### config.mk
export PLATFORM = sky130hd
export DESIGN_NAME = jsonc_comment_stripper_top
export DESIGN_NICKNAME = d
export VERILOG_FILES = /design/src/rtl/core/jcs_pkg.sv /design/src/rtl/core/jcs_scan.sv /design/src/rtl/core/jcs_out_buf.sv /design/src/rtl/core/jsonc_comment_stripper_top.sv
export SDC_FILE = /design/constraint.sdc
export NUM_CORES = 1
export LEC_CHECK = 0
export BUFFER_PORTS_ARGS = -buffer_cell sky130_fd_sc_hd__buf_2
export CORE_ASPECT_RATIO = 2
export CORE_MARGIN = 1
export CORE_UTILIZATION = 40
export CTS_BUF_LIST = sky130_fd_sc_hd__clkbuf_8 sky130_fd_sc_hd__clkbuf_16
export DETAILED_ROUTE_END_ITERATION = 6
export PLACE_DENSITY = 0.68
export REMOVE_ABC_BUFFERS = 1
export SLEW_MARGIN = 20
export SYNTH_ARGS = -nofsm -noshare
export SYNTH_HDL_FRONTEND = slang
export SYNTH_HIERARCHICAL = 1
export SYNTH_SLANG_ARGS = --single-unit
### constraint.sdc
create_clock -name clock -period 2.95 [get_ports clock]
set_clock_uncertainty 0.2 [all_clocks]
set_input_delay 0.59 -clock clock [delete_from_list [all_inputs] [get_ports clock]]
set_output_delay 0.59 -clock clock [all_outputs]
set_load 0.03 [all_outputs]
### src/rtl/core/jcs_pkg.sv
`timescale 1ns / 1ps
`default_nettype none
// ----------------------------------------------------------------------------
// jcs_pkg
// Types and character constants shared by the comment stripper modules.
// ----------------------------------------------------------------------------
package jcs_pkg;

   localparam logic [7:0] CH_QUOTE  = 8'h22;
   localparam logic [7:0] CH_BSLASH = 8'h5C;
   localparam logic [7:0] CH_SLASH  = 8'h2F;
   localparam logic [7:0] CH_STAR   = 8'h2A;
   localparam logic [7:0] CH_NL     = 8'h0A;

   localparam logic OP_BYTE = 1'b0;
   localparam logic OP_END  = 1'b1;

   typedef enum logic [2:0] {
      MODE_NORMAL     = 3'd0,
      MODE_SLASH      = 3'd1,
      MODE_LINE       = 3'd2,
      MODE_BLOCK      = 3'd3,
      MODE_BLOCK_STAR = 3'd4,
      MODE_STRING     = 3'd5,
      MODE_STRING_ESC = 3'd6
   } mode_type;

   typedef struct packed {
      logic       op;
      logic [7:0] in_byte;
   } req_type;

   typedef struct packed {
      logic [7:0] out_byte;
      logic       byte_valid;
      logic       end_of_text;
      logic       run_last;
   } rsp_type;

   // Results of one item: count is 0..2, first goes out before second.
   typedef struct packed {
      logic [1:0] count;
      rsp_type    first;
      rsp_type    second;
   } scan_type;

   function automatic rsp_type mk_rsp(logic [7:0] b, logic vld, logic eot, logic last);
      rsp_type r;
      r.out_byte    = b;
      r.byte_valid  = vld;
      r.end_of_text = eot;
      r.run_last    = last;
      return r;
   endfunction

endpackage
`default_nettype wire

### src/rtl/core/jcs_scan.sv
`timescale 1ns / 1ps
`default_nettype none
// ----------------------------------------------------------------------------
// jcs_scan
// Scan mode register and per-byte decode into up to two results.
// ----------------------------------------------------------------------------
module jcs_scan
   import jcs_pkg::*;
(
   input  wire logic     clock,
   input  wire logic     reset,
   input  wire logic     step,
   input  wire req_type  item,
   output scan_type      scan
);

   mode_type mode_ff;
   mode_type mode_in;

   always_ff @(posedge clock) begin
      if (reset) begin
         mode_ff <= MODE_NORMAL;
      end else if (step) begin
         mode_ff <= mode_in;
      end
   end

   // next state
   always_comb begin
      mode_in = mode_ff;
      if (item.op == OP_END) begin
         mode_in = MODE_NORMAL;
      end else begin
         unique case (mode_ff)
            MODE_SLASH: begin
               if (item.in_byte == CH_SLASH) mode_in = MODE_LINE;
               else if (item.in_byte == CH_STAR) mode_in = MODE_BLOCK;
               else if (item.in_byte == CH_QUOTE) mode_in = MODE_STRING;
               else mode_in = MODE_NORMAL;
            end
            MODE_LINE: begin
               if (item.in_byte == CH_NL) mode_in = MODE_NORMAL;
            end
            MODE_BLOCK: begin
               if (item.in_byte == CH_STAR) mode_in = MODE_BLOCK_STAR;
            end
            MODE_BLOCK_STAR: begin
               if (item.in_byte == CH_SLASH) mode_in = MODE_NORMAL;
               else if (item.in_byte != CH_STAR) mode_in = MODE_BLOCK;
            end
            MODE_STRING: begin
               if (item.in_byte == CH_QUOTE) mode_in = MODE_NORMAL;
               else if (item.in_byte == CH_BSLASH) mode_in = MODE_STRING_ESC;
            end
            MODE_STRING_ESC: mode_in = MODE_STRING;
            default: begin
               if (item.in_byte == CH_SLASH) mode_in = MODE_SLASH;
               else if (item.in_byte == CH_QUOTE) mode_in = MODE_STRING;
               else mode_in = MODE_NORMAL;
            end
         endcase
      end
   end

   // outputs
   always_comb begin
      scan.count  = 2'd0;
      scan.first  = mk_rsp(8'h00, 1'b0, 1'b0, 1'b0);
      scan.second = mk_rsp(8'h00, 1'b0, 1'b0, 1'b0);
      if (item.op == OP_END) begin
         scan.count = 2'd1;
         if (mode_ff == MODE_SLASH) scan.first = mk_rsp(CH_SLASH, 1'b1, 1'b1, 1'b1);
         else scan.first = mk_rsp(8'h00, 1'b0, 1'b1, 1'b1);
      end else begin
         unique case (mode_ff) inside
            MODE_SLASH: begin
               if (item.in_byte != CH_SLASH && item.in_byte != CH_STAR) begin
                  // held slash released ahead of the byte
                  scan.count  = 2'd2;
                  scan.first  = mk_rsp(CH_SLASH, 1'b1, 1'b0, 1'b0);
                  scan.second = mk_rsp(item.in_byte, 1'b1, 1'b0, 1'b1);
               end
            end
            MODE_LINE: begin
               if (item.in_byte == CH_NL) begin
                  scan.count = 2'd1;
                  scan.first = mk_rsp(item.in_byte, 1'b1, 1'b0, 1'b1);
               end
            end
            MODE_BLOCK, MODE_BLOCK_STAR: ;
            MODE_STRING, MODE_STRING_ESC: begin
               scan.count = 2'd1;
               scan.first = mk_rsp(item.in_byte, 1'b1, 1'b0, 1'b1);
            end
            default: begin
               if (item.in_byte != CH_SLASH) begin
                  scan.count = 2'd1;
                  scan.first = mk_rsp(item.in_byte, 1'b1, 1'b0, 1'b1);
               end
            end
         endcase
      end
   end

endmodule
`default_nettype wire

### src/rtl/core/jcs_out_buf.sv
`timescale 1ns / 1ps
`default_nettype none
// ----------------------------------------------------------------------------
// jcs_out_buf
// Two-slot result register; serializes the results of one item.
// ----------------------------------------------------------------------------
module jcs_out_buf
   import jcs_pkg::*;
(
   input  wire logic     clock,
   input  wire logic     reset,
   input  wire logic     push,
   input  wire scan_type scan,
   output logic          free,
   output logic          rsp_valid,
   input  wire logic     rsp_ready,
   output rsp_type       rsp_data
);

   logic [1:0] rem_ff, rem_in;
   rsp_type    slot0_ff, slot0_in;
   rsp_type    slot1_ff, slot1_in;
   logic       take;

   assign take      = rsp_valid && rsp_ready;
   assign rsp_valid = (rem_ff != 2'd0);
   assign rsp_data  = slot0_ff;
   // room for a new pair once the last pending result leaves
   assign free      = (rem_ff == 2'd0) || (rem_ff == 2'd1 && rsp_ready);

   always_comb begin
      rem_in   = rem_ff;
      slot0_in = slot0_ff;
      slot1_in = slot1_ff;
      if (push) begin
         rem_in   = scan.count;
         slot0_in = scan.first;
         slot1_in = scan.second;
      end else if (take) begin
         rem_in   = rem_ff - 2'd1;
         slot0_in = slot1_ff;
      end
   end

   always_ff @(posedge clock) begin
      if (reset) begin
         rem_ff <= 2'd0;
      end else begin
         rem_ff <= rem_in;
      end
   end

   always_ff @(posedge clock) begin
      slot0_ff <= slot0_in;
      slot1_ff <= slot1_in;
   end

endmodule
`default_nettype wire

### src/rtl/core/jsonc_comment_stripper_top.sv
`timescale 1ns / 1ps
`default_nettype none
// ----------------------------------------------------------------------------
// jsonc_comment_stripper_top
// Streaming JSONC comment stripper, one text byte per transfer.
// ----------------------------------------------------------------------------
// Text bytes come in on req_ (op = 0) and the cleaned text leaves on rsp_.
// Line comments are dropped up to their newline (the newline is kept),
// block comments up to and including the closing star-slash; quoted
// strings, with backslash escapes, pass untouched. A slash is held until
// the following byte shows whether it opens a comment. An end transfer
// (op = 1) flushes a held slash, or yields a bare marker with byte_valid 0,
// sets end_of_text and returns to normal mode. run_last marks the final
// result caused by each input transfer; a transfer may cause none.
//
// Rate: one input transfer per cycle while rsp_ready is high. Each item
// passes through the input register, then the result register. A
// held slash followed by an ordinary byte causes two results; the result
// register drains one per cycle, so that case holds the input register until
// the second of the two is taken. The single mode register is the only loop.
// ----------------------------------------------------------------------------
module jsonc_comment_stripper_top
   import jcs_pkg::*;
(
   input  wire logic    clock,
   input  wire logic    reset,
   input  wire logic    req_valid,
   output logic         req_ready,
   input  wire req_type req_data,
   output logic         rsp_valid,
   input  wire logic    rsp_ready,
   output rsp_type      rsp_data
);

   logic     in_vld_ff, in_vld_in;
   req_type  in_ff;
   scan_type scan;
   logic     free;
   logic     load;

   // item in the input register moves on once the result register has room
   assign load      = in_vld_ff && free;
   assign req_ready = !in_vld_ff || load;
   assign in_vld_in = (req_valid && req_ready) || (in_vld_ff && !load);

   always_ff @(posedge clock) begin
      if (reset) begin
         in_vld_ff <= 1'b0;
      end else begin
         in_vld_ff <= in_vld_in;
      end
   end

   always_ff @(posedge clock) begin
      if (req_valid && req_ready) begin
         in_ff <= req_data;
      end
   end

   jcs_scan u_scan (
      .clock (clock),
      .reset (reset),
      .step  (load),
      .item  (in_ff),
      .scan  (scan)
   );

   jcs_out_buf u_out_buf (
      .clock     (clock),
      .reset     (reset),
      .push      (load),
      .scan      (scan),
      .free      (free),
      .rsp_valid (rsp_valid),
      .rsp_ready (rsp_ready),
      .rsp_data  (rsp_data)
   );

endmodule
`default_nettype wire

==> flow_metrics.env, run 1 <==
export IMPL_slew_viol_final=0
export IMPL_die_w_um=51.85
export IMPL_ios=26
export IMPL_setup_viol=0
export IMPL_rrSetupSlack_ns=0.36
export IMPL_slew_headroom_pct=60.57
export IMPL_yosysSeqAreaShare_pct=52.86
export IMPL_fin_crit_sh_pct=87.94
export IMPL_synthFlopType="edfxtp_1"
export IMPL_arrival_ns=2.44
export IMPL_p_per_area_nw_per_um2=614.6
export IMPL_setup_tns_ns=0
export IMPL_drc_errors=0
export IMPL_postPlaceCellArea_um2=2126
export IMPL_ant_nets=0
export IMPL_timing_rr_start="in_ff[4]$_DFFE_PP_"
export IMPL_dpl_hpwl_um=2636
export IMPL_total_power_w=0.001372
export IMPL_avgViaCountPerCell=5.372
export IMPL_nets=207
export IMPL_num_vias=1343
export IMPL_dr_pass1_iters=4
export IMPL_crit_path_end_kind="flip-flop"
export IMPL_initial_core_util_pct=41.25
export IMPL_design_area_um2=2232
export IMPL_cts_tree="done"
export IMPL_post_place_ws_ns=0.3610
export IMPL_timing_rr_end="u_out_buf/rsp_data[2]$_DFFE_PP_"
export IMPL_cp_max_fo=6
export IMPL_overflow=0
export IMPL_worstPathRequired_ns=2.80
export IMPL_worstSkewPairLatency_ns=0.29
export IMPL_worstRegToRegCells=6
export IMPL_rows=36
export IMPL_grt_pass1_vias=1290
export IMPL_die_h_um=101.7
export IMPL_startpoint="in_ff[4]$_DFFE_PP_"
export IMPL_synthTopCellsByArea="edfxtp_1 (47%), mux2_2 (6.8%), dfxtp_1 (6.0%), and2_1 (3.5%), a21oi_1 (2.5%)"
export IMPL_period_needed_ns=2.594
export IMPL_p_leak_nw=0.8501
export IMPL_grt_use_total_pct=15.92
export IMPL_critPathKind="flip-flop to flip-flop"
export IMPL_area_delta_synth_final_pct=12.27
export IMPL_drive_gt1_share_pct=30.57
export IMPL_fmax_ghz=0.3855
export IMPL_synth_cells=172
export IMPL_ir_drop_mv=0.3083
export IMPL_htree_levels=2
export IMPL_n_antenna_cell=0
export IMPL_grt_pass1_wl_um=6099
export IMPL_wl_um=3603
export IMPL_mappedNetlistArea_um2=1988
export IMPL_start_kind="flip-flop"
export IMPL_root_buffer="clkbuf_8"
export IMPL_clkSinkCount=37
export IMPL_ys_types=52
export IMPL_clock_path_buffers=2
export IMPL_synth_top_area_share_pct=46.82
export IMPL_avgRoutedWirePerCell_um=14.41
export IMPL_yosys_register_bits=37
export IMPL_crit_end="u_out_buf/rsp_data[2]$_DFFE_PP_"
export IMPL_status="completed"
export IMPL_rsz0062_at_grt="false"
export IMPL_fin_ws_ns=0.3559
export IMPL_clk_pin_slew_worst_paths_ns=0.07
export IMPL_cts_setup_buffers=0
export IMPL_place_congestion=0.8769
export IMPL_synthArstFlopShare_pct=0
export IMPL_synth_edff_count=31
export IMPL_yosys_cell_count_top_type="edfxtp_1"
export IMPL_syn_area_per_cell_um2=11.56
export IMPL_tightest_slew_ns=0.5899
export IMPL_coreArea_um2=4820
export IMPL_finalHoldViolCount=0
export IMPL_yosys_area_top_type="edfxtp_1"
export IMPL_hold_slack_ns=0.2727
export IMPL_cts_resized=0
export IMPL_antenna_found_initial=0
export IMPL_port_buffers=25
export IMPL_grt_max_degree=26
export IMPL_drt_iter0_drc=28
export IMPL_yosysWarnings=6
export IMPL_hold_class="input pin to flip-flop"
export IMPL_cap_violations=0
export IMPL_synth_common_cells="edfxtp_1 (31), mux2_2 (12), nand2_1 (12), and2_1 (11), a21oi_1 (10)"
export IMPL_die_area_um2=5273
export IMPL_hold_buffers=0
export IMPL_numCtsBuffers=5
[power breakdown]
group | internal [W] | total (W) | switching (W)
Clock | 0.000246 | 0.000417 | 0.000171
Combinational | 0.000110 | 0.000281 | 0.000171
Sequential | 0.000641 | 0.000674 | 0.0000326
Total | 0.000997 | 0.00137 | 0.000375
[routing by layer]
metal	routed length (um)	vias to the layer above	GRT usage, %
met5	0	-	0
met3	105	13	2.703
met1	1346	630	16.32
met2	2012	33	28.50
met4	138	0	9.979
li1	-	667	-
[cells by family (layout without fill, tap and decap cells)]
kind of cell    Yosys count  in the layout  share of synthesized area [%]
buf+inv                  21             42                          5.475
compound gates           31             31                          10.76
xor+xnor                  2              2                         0.8812
fa+ha+maj                 2              2                          1.258
other cells               1              1                         0.1886
flops                    37             37                          52.86
mux                      13             13                          7.300
simple gates             65             65                          21.27
[metrics by stage]
| step | std cells | utilization (%) |
|---|---|---|
| after floorplan | 159 | - |
| after global placement | 242 | 44.11 |
| after detailed placement | 242 | 44.11 |
| after CTS | 250 | 46.31 |
| after global routing | 250 | 46.31 |
| final | 250 | 46.31 |
[flip-flops by register name, indices dropped and copies added, names as in the netlist]
| name | count |
|---|---|
| u_out_buf/rsp_data | 11 |
| u_out_buf/rem_ff | 2 |
| u_scan/mode_ff | 3 |
| u_out_buf/slot1_ff | 11 |
| in_vld_ff | 1 |
| in_ff | 9 |
[critical path: stages, from the launching register on]
cell and delay, ns:
edfxtp_1 0.46, or4b_4 0.59, nor3_1 0.20, o22ai_1 0.19, nand2b_1 0.24, a21o_1 0.20
mux2_2 0.26
[area by class of cell]
class / count / area [um^2]
clock inverters: 3 / 37.54
well taps: 57 / 71.32
repair buffers: 26 / 145.1
flip-flops and latches: 37 / 1051
multi-input cells: 114 / 828.3
fillers: 451 / 2587
clock buffers: 5 / 68.82
inverters: 8 / 30.03
[placed cells by master (no fill, tap or decap), types with 2 or more instances in the layout]
cell type,synthesis,layout
nand2_1,12,12
buf_2,0,25
or4b_4,2,2
inv_1,8,9
edfxtp_1,31,31
nand2b_1,3,3
and3_2,2,2
clkbuf_8,0,5
mux2_2,12,12
o21a_1,2,2
o32ai_1,3,3
and2_1,11,11
a21oi_1,10,10
ha_1,2,2
a31oi_1,2,2
nor3_1,3,3
nor2_1,7,7
nand3b_1,4,4
o21ai_0,3,3
nor2b_1,4,4
dfxtp_1,6,6
and2_2,3,3
a41oi_1,2,2
[how the worst min path moves through the flow]
stage | from | to | cells after the start
after floorplan | u_scan/mode_ff[2]$_SDFFE_PP0P_ | u_scan/mode_ff[2]$_SDFFE_PP0P_ | 2
after global placement | in_vld_ff$_SDFF_PP0_ | in_vld_ff$_SDFF_PP0_ | 2
after detailed placement | in_vld_ff$_SDFF_PP0_ | in_vld_ff$_SDFF_PP0_ | 2
after CTS | req_data[0] | in_ff[0]$_DFFE_PP_ | 1
after global routing | req_data[0] | in_ff[0]$_DFFE_PP_ | 1
final | req_data[0] | in_ff[0]$_DFFE_PP_ | 1
No activity file was read; power rests on OpenSTA's default activity.
==> run 2: changes to the inputs <==
CORE_MARGIN = 3   (was 1)
SLEW_MARGIN = 10   (was 20)
SYNTH_HIERARCHICAL = default   (was 1)
==> flow_metrics.env, run 2 <==
export IMPL_ios=26
export IMPL_hold_class="input pin to flip-flop"
export IMPL_slew_viol_final=0
export IMPL_grt_max_degree=28
export IMPL_area_delta_synth_final_pct=13.14
export IMPL_rsz0062_at_grt="false"
export IMPL_drt_iter0_drc=57
export IMPL_synthTopCellsByArea="edfxtp_1 (47%), dfxtp_1 (6.4%), a21oi_1 (3.5%), and2_1 (3.4%), nand2_1 (2.4%)"
export IMPL_clkSinkCount=35
export IMPL_clk_pin_slew_worst_paths_ns=0.07
export IMPL_hold_buffers=0
export IMPL_die_w_um=54.31
export IMPL_port_buffers=25
export IMPL_ir_drop_mv=0.3766
export IMPL_cts_resized=0
export IMPL_drive_gt1_share_pct=25.26
export IMPL_finalHoldViolCount=0
export IMPL_slew_headroom_pct=64.86
export IMPL_wl_um=3799
export IMPL_critPathKind="flip-flop to flip-flop"
export IMPL_htree_levels=2
export IMPL_arrival_ns=2.20
export IMPL_avgViaCountPerCell=5.544
export IMPL_fillerInstances=436
export IMPL_setup_tns_ns=0
export IMPL_fmax_ghz=0.4210
export IMPL_status="completed"
export IMPL_dpl_hpwl_um=2999
export IMPL_ys_types=48
export IMPL_setup_viol=0
export IMPL_synth_common_cells="edfxtp_1 (29), a21oi_1 (13), nand2_1 (12), nor2_1 (11), and2_1 (10)"
export IMPL_start_kind="flip-flop"
export IMPL_grt_pass1_vias=1363
export IMPL_initial_core_util_pct=42.19
export IMPL_root_buffer="clkbuf_8"
export IMPL_die_area_um2=5572
export IMPL_num_vias=1375
export IMPL_grt_use_total_pct=15.47
export IMPL_rows=34
export IMPL_worstPathRequired_ns=2.78
export IMPL_yosysWarnings=0
export IMPL_coreArea_um2=4424
export IMPL_synthArstFlopShare_pct=0
export IMPL_n_antenna_cell=0
export IMPL_numCtsBuffers=5
export IMPL_ant_nets=0
export IMPL_final_common_cell="edfxtp_1"
export IMPL_layout_common_cells="edfxtp_1 (29), buf_2 (25), a21oi_1 (13)"
export IMPL_synth_top_area_share_pct=46.65
export IMPL_p_per_area_nw_per_um2=646.1
export IMPL_fin_crit_sh_pct=80.52
export IMPL_nets=208
export IMPL_p_leak_nw=0.7667
export IMPL_cts_tree="done"
export IMPL_worstSkewPairLatency_ns=0.28
export IMPL_yosys_area_top_type="edfxtp_1"
export IMPL_avgRoutedWirePerCell_um=15.32
export IMPL_place_congestion=0.9656
export IMPL_mappedNetlistArea_um2=1867
export IMPL_antenna_found_initial=0
export IMPL_cp_max_fo=5
export IMPL_yosysSeqAreaShare_pct=53.08
export IMPL_period_needed_ns=2.375
export IMPL_clock_path_buffers=2
export IMPL_crit_path_end_kind="flip-flop"
export IMPL_synthFlopType="edfxtp_1"
export IMPL_hold_slack_ns=0.2809
export IMPL_cap_violations=0
export IMPL_die_h_um=102.6
export IMPL_syn_area_per_cell_um2=11.05
export IMPL_dr_pass1_iters=4
export IMPL_yosys_cell_count_top_type="edfxtp_1"
export IMPL_tightest_slew_ns=0.5226
export IMPL_cts_setup_buffers=0
export IMPL_overflow=0
export IMPL_synth_edff_count=29
export IMPL_largest_reg_flops=11
export IMPL_yosys_register_bits=35
export IMPL_synth_cells=169
export IMPL_drc_errors=0
export IMPL_grt_pass1_wl_um=6279
export IMPL_fin_util_pct=47.74
-- run 2: logic make-up (layout without fill, tap and decap cells) --
family / after synthesis / count (layout) / synth area share, %
xor+xnor: 3 / 3 / 1.810
fa+ha+maj: 2 / 2 / 1.340
mux: 3 / 3 / 1.743
simple gates: 65 / 65 / 23.06
buf+inv: 18 / 43 / 3.954
compound gates: 43 / 43 / 15.01
flops: 35 / 35 / 53.08
-- run 2: worst paths after layout --
check	endpoint	depth (start not counted)	slack, ns	start
min	in_ff[3]$_DFFE_PP_	1	0.28	req_data[3]
min reg2reg	u_out_buf.rem_ff[1]$_SDFFE_PP0P_	2	0.32	u_out_buf.rem_ff[1]$_SDFFE_PP0P_
max	u_out_buf.rsp_data[4]$_DFFE_PP_	5	0.57	in_ff[4]$_DFFE_PP_
max reg2reg	u_out_buf.rsp_data[4]$_DFFE_PP_	5	0.57	in_ff[4]$_DFFE_PP_
-- run 2: cell type report --
cell class	count	area [um^2]	share of cell area (%)
repair buffers	26	132.6	6.280
multi-input cells	116	802.0	37.97
clock inverters	3	16.27	0.7701
well taps	54	67.56	3.199
inverters	9	33.78	1.600
flip-flops and latches	35	991.0	46.92
clock buffers	5	68.82	3.258
-- run 2: critical path, stage by stage, from the launching register on --
cell	delay (ns)
edfxtp_1	0.47
or4b_4	0.64
nor4_2	0.34
o31ai_1	0.18
a21oi_2	0.18
o22ai_1	0.10
-- run 2: stage by stage --
stage	cell area, um^2	power [W]	std cells	setup slack (ns)
final	2112	0.001365	248	0.5747
after global routing	2112	0.001438	248	0.4253
after CTS	2112	0.001383	248	0.5449
after detailed placement	2027	0.001057	240	0.4964
after global placement	2027	0.001052	240	0.5515
after floorplan	1827	0.0009520	160	0.7660
-- run 2: where the power goes --
group          switching, W  total [W]  leakage [nW]  internal, W
clock              0.000161   0.000322        0.0453     0.000161
combinational      0.000246   0.000360         0.394     0.000114
sequential        0.0000492   0.000682         0.328     0.000633
-- run 2: per-layer routing --
layer,GRT usage [%],share of wire (%),up-vias
li1,-,-,683
met2,28.99,59,48
met1,14.89,34,634
met5,0,0,-
met3,3.039,4.3,10
met4,7.869,2.9,0
==> run 3: changes to the inputs <==
ABC_AREA = 1   (was default)
clock period = 2.2 ns   (was 2.95 ns; I/O delays follow)
==> flow_metrics.env, run 3 <==
export IMPL_slew_headroom_pct=67.70
export IMPL_die_w_um=54.74
export IMPL_grt_busiest_layer="met2"
export IMPL_synth_common_cells="nand2_1 (60), nor2_1 (32), edfxtp_1 (29), inv_1 (26), a21oi_1 (13)"
export IMPL_worstRegToRegCells=10
export IMPL_final_common_cell="nand2_1"
export IMPL_fin_crit_sh_pct=93.93
export IMPL_timing_rr_start="in_ff[7]$_DFFE_PP_"
export IMPL_yosys_area_top_type="edfxtp_1"
export IMPL_ios=26
export IMPL_grt_max_degree=18
export IMPL_finalHoldViolCount=0
export IMPL_ir_drop_mv=0.7024
export IMPL_root_buffer="clkbuf_8"
export IMPL_yosys_register_bits=35
export IMPL_start_kind="flip-flop"
export IMPL_clkSinkCount=35
export IMPL_coreArea_um2=4467
export IMPL_grt_use_total_pct=15.87
export IMPL_num_vias=1511
export IMPL_drc_errors=0
export IMPL_syn_area_per_cell_um2=8.485
export IMPL_ant_nets=0
export IMPL_post_place_ws_ns=0.1573
export IMPL_synth_edff_count=29
export IMPL_status="completed"
export IMPL_worstHoldPathCells=1
export IMPL_clk_pin_slew_worst_paths_ns=0.07
export IMPL_wl_um=3700
export IMPL_timing_rr_end="u_out_buf.rsp_data[4]$_DFFE_PP_"
export IMPL_slew_viol_final=0
export IMPL_grtUsageMet3_pct=3.013
export IMPL_place_inst=305
export IMPL_grt_pass1_vias=1520
export IMPL_p_leak_nw=1.013
export IMPL_drive_gt1_share_pct=25.29
export IMPL_avgRoutedWirePerCell_um=11.75
export IMPL_numCtsBuffers=5
export IMPL_hold_slack_ns=0.1253
export IMPL_crit_path_end_kind="output pin"
export IMPL_mappedNetlistArea_um2=1901
export IMPL_drt_iter0_drc=13
export IMPL_synthFlopType="edfxtp_1"
export IMPL_design_area_um2=2241
export IMPL_multi_input_area_um2=778.2
export IMPL_final_seq_area_um2=991.0
export IMPL_rows=34
export IMPL_cp_max_fo=4
export IMPL_critPathKind="flip-flop to output pin"
export IMPL_synth_cells=224
export IMPL_n_antenna_cell=0
export IMPL_cap_violations=0
export IMPL_setup_viol=0
export IMPL_initial_core_util_pct=42.55
export IMPL_worstSkewPairLatency_ns=0.29
export IMPL_tightest_slew_ns=0.4845
export IMPL_area_delta_synth_final_pct=17.91
export IMPL_die_h_um=103.5
export IMPL_clock_path_buffers=2
export IMPL_fmax_ghz=0.4839
export IMPL_htree_levels=2
export IMPL_largest_reg_flops=11
export IMPL_setup_tns_ns=0
export IMPL_synthArstFlopShare_pct=0
export IMPL_port_buffers=25
export IMPL_yosysSeqAreaShare_pct=52.14
export IMPL_worstPathRequired_ns=1.56
export IMPL_period_needed_ns=2.066
export IMPL_overflow=0
export IMPL_arrival_ns=1.43
export IMPL_hold_buffers=0
export IMPL_layout_cells_non_filler=315
export IMPL_yosys_cell_count_top_type="nand2_1"
export IMPL_dr_pass1_iters=4
export IMPL_layout_common_cells="nand2_1 (60), nor2_1 (32), edfxtp_1 (29)"
export IMPL_cts_tree="done"
export IMPL_hold_end="in_ff[4]$_DFFE_PP_"
export IMPL_fillerInstances=453
export IMPL_fin_ws_ns=0.1336
export IMPL_hold_class="input pin to flip-flop"
export IMPL_use_met2_pct=28.19
export IMPL_use_met1_pct=16.09
export IMPL_min_delay_start="req_data[4]"
export IMPL_synthTopCellsByArea="edfxtp_1 (46%), nand2_1 (12%), dfxtp_1 (6.3%), nor2_1 (6.3%), inv_1 (5.1%)"
export IMPL_ys_types=27
export IMPL_postPlaceCellArea_um2=2108
export IMPL_nets=276
export IMPL_avgViaCountPerCell=4.797
export IMPL_synth_top_area_share_pct=45.82
export IMPL_place_congestion=0.8350
export IMPL_rrSetupSlack_ns=0.24
export IMPL_grt_pass1_wl_um=6437
export IMPL_rsz0062_at_grt="false"
export IMPL_die_area_um2=5665
export IMPL_yosysWarnings=0
export IMPL_dpl_hpwl_um=2934
export IMPL_antenna_found_initial=0
export IMPL_p_per_area_nw_per_um2=1225
==> run 3: cell count changes after synthesis, sizes merged, moves of 3 or more <==
cell	delta
nand2b	-3
clkbuf	-3
o21ai	+6
o22ai	-6
inv	+22
nor2	+30
buf	-3
nand3	+7
and2	-10
nor4	-4
nand2	+53
==> run 3: final cells by class <==
| class | instances | area share (%) |
|---|---|---|
| Sequential cell | 35 | 44.22 |
| Clock inverter | 2 | 1.675 |
| Multi-Input combinational cell | 156 | 34.73 |
| Tap cell | 54 | 3.015 |
| Timing Repair Buffer | 33 | 8.264 |
| Clock buffer | 5 | 3.071 |
| Inverter | 30 | 5.025 |
==> run 3: worst max-delay path, stage by stage (launching register included) <==
cell and delay (ns):
dfxtp_1 0.35, inv_1 0.06, ha_1 0.24, a21oi_2 0.18
nand2_1 0.11, buf_2 0.19
==> run 3: power breakdown <==
group / leakage (nW) / internal [W] / switching [W] / total [W]
combinational: 0.631 / 0.000354 / 0.000794 / 0.00115
clock: 0.0502 / 0.000331 / 0.000219 / 0.000550
sequential: 0.331 / 0.000966 / 0.0000815 / 0.00105
==> run 3: stage by stage <==
stage,util (%),total power [W]
after global routing,50.17,0.002936
after floorplan,-,0.001881
final,50.17,0.002745
after global placement,47.20,0.002172
after detailed placement,47.20,0.002189
after CTS,49.58,0.002750
==> run 3: cells by family (layout without fill, tap and decap cells) <==
group                    count (synthesis)  in the layout  share of synthesized area (%)
AND/OR/NAND/NOR                        127            127                          32.00
flip-flops                              35             35                          52.14
buffers and inverters                   33             70                          7.109
AO/OA/AOI/OAI                           27             27                          7.439
adder cells (fa/ha/maj)                  2              2                          1.316
==> run 3: timing repair <==
item	in CTS	in global routing
setup endpoints to repair	0	4
gates resized for setup	0	1
setup buffers	0	3
==> run 3: worst max-delay path by stage <==
| stage | start | endpoint |
|---|---|---|
| detailed placement | u_out_buf.rem_ff[0]$_SDFFE_PP0P_ | u_out_buf.rsp_data[4]$_DFFE_PP_ |
| global route | u_out_buf.rem_ff[0]$_SDFFE_PP0P_ | req_ready |
| finish | u_out_buf.rem_ff[0]$_SDFFE_PP0P_ | req_ready |
| global placement | u_out_buf.rem_ff[0]$_SDFFE_PP0P_ | u_out_buf.rsp_data[4]$_DFFE_PP_ |
| CTS | u_out_buf.rem_ff[0]$_SDFFE_PP0P_ | req_ready |
| floorplan | u_out_buf.rem_ff[0]$_SDFFE_PP0P_ | u_out_buf.rsp_data[4]$_DFFE_PP_ |
==> run 3: per-layer routing <==
| layer | vias to the layer above | part of all wire, % |
|---|---|---|
| met2 | 33 | 55 |
| met3 | 9 | 4.0 |
| met1 | 673 | 38 |
| met4 | 0 | 2.9 |
| li1 | 796 | - |
| met5 | - | 0 |
